`config.mk`:
```
export PLATFORM = sky130hd
export DESIGN_NAME = aabr_isqrt
export DESIGN_NICKNAME = d
export VERILOG_FILES = /design/src/hdl/aligned_area_bounded_resize_assert.svh /design/src/hdl/aabr_pkg.sv /design/src/hdl/aabr_isqrt.sv
export SDC_FILE = /design/constraint.sdc
export NUM_CORES = 2
export LEC_CHECK = 0
export BUFFER_PORTS_ARGS = -buffer_cell sky130_fd_sc_hd__buf_2
export CORE_UTILIZATION = 63
export CTS_CLUSTER_SIZE = 28
export DETAILED_ROUTE_END_ITERATION = 7
export MAX_ROUTING_LAYER = met4
export PLACE_DENSITY = 0.8
export RECOVER_POWER = 50
export SYNTH_ARGS = -nofsm -noshare
export SYNTH_HDL_FRONTEND = slang
export SYNTH_SLANG_ARGS = --single-unit
export TNS_END_PERCENT = 100
```
`constraint.sdc`:
```
create_clock -name clk -period 3.9 [get_ports clk]
set_input_delay 0.585 -clock clk [delete_from_list [all_inputs] [get_ports clk]]
set_output_delay 0.585 -clock clk [all_outputs]
set_load 0.05 [all_outputs]
```
`src/hdl/aligned_area_bounded_resize_assert.svh`:
```
// ---------------------------------------------------------------------------
// Assertion macros for the aligned area bounded resize block
// Immediate-implication and next-cycle-implication property wrappers.
// ---------------------------------------------------------------------------
`ifndef ALIGNED_AREA_BOUNDED_RESIZE_ASSERT_SVH
`define ALIGNED_AREA_BOUNDED_RESIZE_ASSERT_SVH
`ifndef SYNTHESIS
// Consequent must hold in the same cycle as the antecedent.
`define AABR_ASSERT_NOW(lbl, ante, cons) \
    lbl: assert property (@(posedge clk) disable iff (!rst_n) (ante) |-> (cons)) \
        else $error("aabr assertion failed");
// Consequent must hold in the cycle after the antecedent.
`define AABR_ASSERT_NEXT(lbl, ante, cons) \
    lbl: assert property (@(posedge clk) disable iff (!rst_n) (ante) |=> (cons)) \
        else $error("aabr assertion failed");
`else
`define AABR_ASSERT_NOW(lbl, ante, cons)
`define AABR_ASSERT_NEXT(lbl, ante, cons)
`endif
`endif

```
`src/hdl/aabr_pkg.sv`:
```
// ---------------------------------------------------------------------------
// aabr_pkg
// Shared widths, constants and word types of the aligned area bounded resize.
// ---------------------------------------------------------------------------
`default_nettype none

package aabr_pkg;

    // Field and datapath widths.
    localparam int DIM_BITS    = 16;
    localparam int IN_W        = 16;
    localparam int OUT_W       = 17;
    localparam int FACT_W      = 8;
    localparam int AREA_W      = 26;
    localparam int HB_W        = DIM_BITS + 1;
    localparam int NUM_W       = DIM_BITS + AREA_W;
    localparam int DEN_W       = (DIM_BITS > FACT_W) ? DIM_BITS : FACT_W + 1;
    localparam int ROOT_W      = (NUM_W + 1) / 2;
    localparam int SQ_W        = 2 * ROOT_W;
    localparam int RATIO_LIMIT = 200;

    // Configuration port.
    localparam int ADDR_W = 4;
    localparam int DATA_W = 32;
    localparam logic [1:0] REG_GRID_FACTOR = 2'd0;
    localparam logic [1:0] REG_MIN_AREA    = 2'd1;
    localparam logic [1:0] REG_MAX_AREA    = 2'd2;

    // Reset values of the registers.
    localparam logic [FACT_W-1:0] GRID_FACTOR_RST = FACT_W'(28);
    localparam logic [AREA_W-1:0] MIN_AREA_RST    = AREA_W'(3136);
    localparam logic [AREA_W-1:0] MAX_AREA_RST    = AREA_W'(12845056);

    typedef enum logic [1:0] {
        MODE_KEEP,
        MODE_DOWN,
        MODE_UP
    } mode_t;

    // Input and output words.
    typedef struct packed {
        logic [IN_W-1:0] in_height;
        logic [IN_W-1:0] in_width;
    } in_t;

    typedef struct packed {
        logic [OUT_W-1:0] out_height;
        logic [OUT_W-1:0] out_width;
        logic             status;
    } out_t;

    // Control and carried values that travel beside the arithmetic units.
    typedef struct packed {
        logic                valid;
        logic                err;
        mode_t               mode;
        logic [FACT_W-1:0]   f;
        logic [DIM_BITS-1:0] h;
        logic [DIM_BITS-1:0] w;
        logic [HB_W-1:0]     hb;
        logic [HB_W-1:0]     wb;
    } sb_t;

endpackage

`default_nettype wire

```
`src/hdl/aabr_isqrt.sv`:
```
// ---------------------------------------------------------------------------
// aabr_isqrt
// Pipelined integer square root, one root bit per stage, with sideband.
// ---------------------------------------------------------------------------
`default_nettype none

module aabr_isqrt (
    input  wire                            clk,
    input  wire                            rst_n,
    input  wire                            en,
    input  wire  [aabr_pkg::SQ_W-1:0]      x,
    input  aabr_pkg::sb_t                  sb_in,
    output logic [aabr_pkg::ROOT_W-1:0]    root,
    output logic                           rem_nz,
    output aabr_pkg::sb_t                  sb_out
);

    localparam int RW = aabr_pkg::ROOT_W;
    localparam int XW = aabr_pkg::SQ_W;

    logic [XW-1:0]   xs_reg   [RW];
    logic [RW-1:0]   root_reg [RW];
    logic [RW+1:0]   rem_reg  [RW];
    aabr_pkg::sb_t   sb_reg   [RW];

    logic [XW-1:0]   xs_next   [RW];
    logic [RW-1:0]   root_next [RW];
    logic [RW+1:0]   rem_next  [RW];
    aabr_pkg::sb_t   sb_next   [RW];

    // Each stage brings down two radicand bits and decides one root bit.
    for (genvar k = 0; k < RW; k++)
    begin : g_stage
        logic [XW-1:0] xs_in;
        logic [RW-1:0] root_in;
        logic [RW+1:0] rem_in;
        aabr_pkg::sb_t sb_k;
        logic [RW+3:0] r2;
        logic [RW+3:0] trial;
        logic          ge;

        if (k == 0)
        begin : g_first
            assign xs_in   = x;
            assign root_in = '0;
            assign rem_in  = '0;
            assign sb_k    = sb_in;
        end
        else
        begin : g_next
            assign xs_in   = xs_reg[k-1];
            assign root_in = root_reg[k-1];
            assign rem_in  = rem_reg[k-1];
            assign sb_k    = sb_reg[k-1];
        end

        assign r2           = {rem_in, xs_in[XW-1:XW-2]};
        assign trial        = (RW+4)'({root_in, 2'b01});
        assign ge           = r2 >= trial;
        assign xs_next[k]   = {xs_in[XW-3:0], 2'b00};
        assign root_next[k] = {root_in[RW-2:0], ge};
        assign rem_next[k]  = ge ? (RW+2)'(r2 - trial) : r2[RW+1:0];
        assign sb_next[k]   = sb_k;
    end

    // Sideband registers carry the valid bits and are cleared by reset.
    always_ff @(posedge clk or negedge rst_n)
    begin
        if (!rst_n)
        begin
            for (int i = 0; i < RW; i++)
            begin
                sb_reg[i] <= '0;
            end
        end
        else if (en)
        begin
            for (int i = 0; i < RW; i++)
            begin
                sb_reg[i] <= sb_next[i];
            end
        end
    end

    // Arithmetic registers.
    always_ff @(posedge clk)
    begin
        if (en)
        begin
            for (int i = 0; i < RW; i++)
            begin
                xs_reg[i]   <= xs_next[i];
                root_reg[i] <= root_next[i];
                rem_reg[i]  <= rem_next[i];
            end
        end
    end

    assign root   = root_reg[RW-1];
    assign rem_nz = |rem_reg[RW-1];
    assign sb_out = sb_reg[RW-1];

endmodule

`default_nettype wire
```
==> metrics.md <==
| Metric | Value |
|---|---|
| CTS root buffer | `clkbuf_16` |
| Dpl hpwl | `138000 um` |
| IO Pins | `223` |
| First-pass GRT wire length | `341000 um` |
| Core area | `176000 sq um` |
| PortBufs | `222` |
| Yosys top cell by area | `dfrtp_1` |
| Worst setup margin | `0.248 ns` |
| CTS max path bufs | `4` |
| Total grt overflow | `0` |
| Post-CTS resize count | `0` |
| FMAX | `274 MHz` |
| Cts bufs inserted | `292` |
| Top cell type's share of synthesized area | `0.367` |
| Post-route minimum period | `3.65 ns` |
| Largest net degree at the start of global routing | `125` |
| Failing checks | `max-capacitance violations, max-slew violations` |
| Syn_area_per_cell | `15.1 sq um` |
| CTS tree | `done` |
| Asr flop ratio synth | `0.597` |
| Largest cells by area after synthesis | `dfrtp_1 (37%), edfxtp_1 (30%), mux2_2 (17%)` |
| Drt initial violations | `3505` |
| DRC viols | `0` |
| FILL cells | `11.1k` |
| Crit path DAT | `4.42 ns` |
| Post-synth top cells | `mux2_2 (1670), dfrtp_1 (1638), edfxtp_1 (1105)` |
| Mapped Area | `112000 sq um` |
| Critical path type | `primary input to flop` |
| DR WL/cell | `19.9 um` |
| CTS sink count | `2743` |
| Std-Cell Rows | `154` |
| Startpoint types | `primary input` |
| Reg clk slew, reported paths | `0.06 ns` |
| GR Util All Layers | `0.247` |
| Clock share of power | `0.309` |
| Status | `finished with violations` |
| Vias | `59.6k` |
| Internal | `63300 uW` |
| Die Span Y | `423 um` |
| Seq. cell area | `74200 sq um` |
| TritonRoute pass-1 iters | `5` |
| Max-cap violations | `5` |
| Final total power | `86800 uW` |
| Classification of the worst-slack hold path | `primary input to async pin` |
| Sw Share | `0.271` |
| Worst slew margin | `-1.16` |
| Reg-to-Reg Start | `rem_reg[1][163]$_DFFE_PP_` |
| EDFF count, synth | `1105` |
| CP endpoint kind | `flop` |
| Setup_tns | `0 ns` |
| Starting density of the core | `0.634` |
| Cells after synthesis | `7403` |
| Final period util | `0.936` |
| CTS HTree Levels | `5` |
| Critical path required time | `4.67 ns` |
| RSZ-0062 raised after global routing | `false` |
| Post-synthesis sequential area ratio | `0.665` |
| Switching pwr | `23500 uW` |
| Ys flop type | `dfrtp_1` |
| Max Transition Viols Final | `329` |
| Pre-CTS WS | `0.495 ns` |
| Vias per cell | `5.69` |
| CP Max Fanout | `84` |
| Share of power burned in combinational logic | `0.183` |
| DIE AREA | `179000 sq um` |
| Syn nets | `7781` |
| Fin. Hold Viols | `0` |
| Most frequent cell after synthesis | `mux2_2` |
| Core Util, Final | `0.718` |
| Yosys cell types | `89` |
| Antenna violations before repair | `1` |
| Hold-fix buffers at CTS | `122` |
| Area of the multi-input gates | `35300 sq um` |
| Worst Tran Pin Value | `3.24 ns` |
| Layout cells sized above 1 | `0.300` |
| Vias in the first global route | `61.9k` |
| ANT nets after route | `0` |
| Setup Skew | `0.0355 ns` |
| YS warnings | `0` |
| Final #Nets | `8306` |
| Width of the chip | `423 um` |
| Detailed Route WL | `209000 um` |
| Setup-failing EPs final | `0` |
| Synthesis-stage register bit count | `2743` |
| Critical path origin | `en` |
| Synth-to-layout area growth | `13.3%` |
| # Post-CTS Setup Buffers | `0` |
| Routability Congestion | `0.916` |
| Maximum VDD drop | `512 uV` |
| P_leak | `0.0525 uW` |
| Power per cell area | `687 nW/um^2` |
| Clock Latency Late Sink | `0.92 ns` |
| Reg power frac | `0.508` |
| Max FFs per register | `1560` |
[stage by stage]
step	std cells	instance area (sq um)	hold slack, ns
5_1_grt	10500	126000	0.316
4_1_cts	10500	127000	0.168
3_3_place_gp	9852	116000	0.401
3_5_place_dp	9852	116000	0.405
6_report	10500	126000	0.297
2_1_floorplan	7403	112000	0.289
[power groups by stage]
stage               logic [uW]  clock network (uW)  registers [uW]
finish                   15900               26900           44100
global route             17300               28500           45200
CTS                      16100               27400           44200
detailed placement       15800                   0           44600
global placement         15200                   0           44100
floorplan                10900                   0           43500
[kinds of logic after synthesis]
group	synth area share
simple gates	0.0469
xor+xnor	0.0282
fa+ha+maj	0.0286
compound gates	0.0420
buf+inv	0.0188
mux	0.171
other cells	0.0000336
flops	0.665
[worst max-delay path, cell delays in order]
cell and delay [ns]:
clkbuf_2 2.17, buf_12 0.33, clkbuf_4 0.73, mux2_2 0.42
[final cells by class]
type / count / area share
flip-flops and latches: 2743 / 0.587
multi-input cells: 4104 / 0.280
clock buffers: 426 / 0.0675
repair buffers: 473 / 0.0271
well taps: 2340 / 0.0232
inverters: 314 / 0.00933
clock inverters: 77 / 0.00640
diodes: 3 / 0.0000594
[routing by layer]
metal  share of wire  global-route usage
met5               0                   -
met4           0.033              0.0825
met3           0.032              0.0317
met2            0.52               0.421
met1            0.41               0.306
[layout by cell type (no fill, tap or decap), drive strengths merged, types with 23 or more instances in the layout]
cell type and count:
nor4 49, xnor2 178, ha 255, nor3 105
inv 319, nand3 68, clkinv 51, o21ai 227
a21o 65, and3 23, a21oi 213, edfxtp 1105
nand4 30, mux2 1680, buf 274, or3 38
dfrtp 1638, nand2 286, nand2b 54, nor2 235
xor2 181, or4 24, dlygate4sd3 122, clkbuf 503
o21a 50, a211oi 26, nor2b 42
[final timing paths]
| kind | endpoint | slack, ns | depth (start not counted) |
|---|---|---|---|
| worst max-delay path | g_stage[13].sb_k[25]$_DFFE_PN0P_ | 0.25 | 4 |
| worst min-delay path | sb_out[63]$_DFFE_PN0P_ | 0.30 | 2 |
| worst max register to register | rem_reg[2][22]$_DFFE_PP_ | 0.41 | 9 |
| worst min register to register | xs_reg[0][142]$_DFFE_PP_ | 0.40 | 0 |
| max in group asynchronous | g_stage[5].sb_k[42]$_DFFE_PN0P_ | 0.63 | 3 |
| min in group clk | xs_reg[0][26]$_DFFE_PP_ | 0.38 | 2 |
Power figures use the tool's default switching activity.
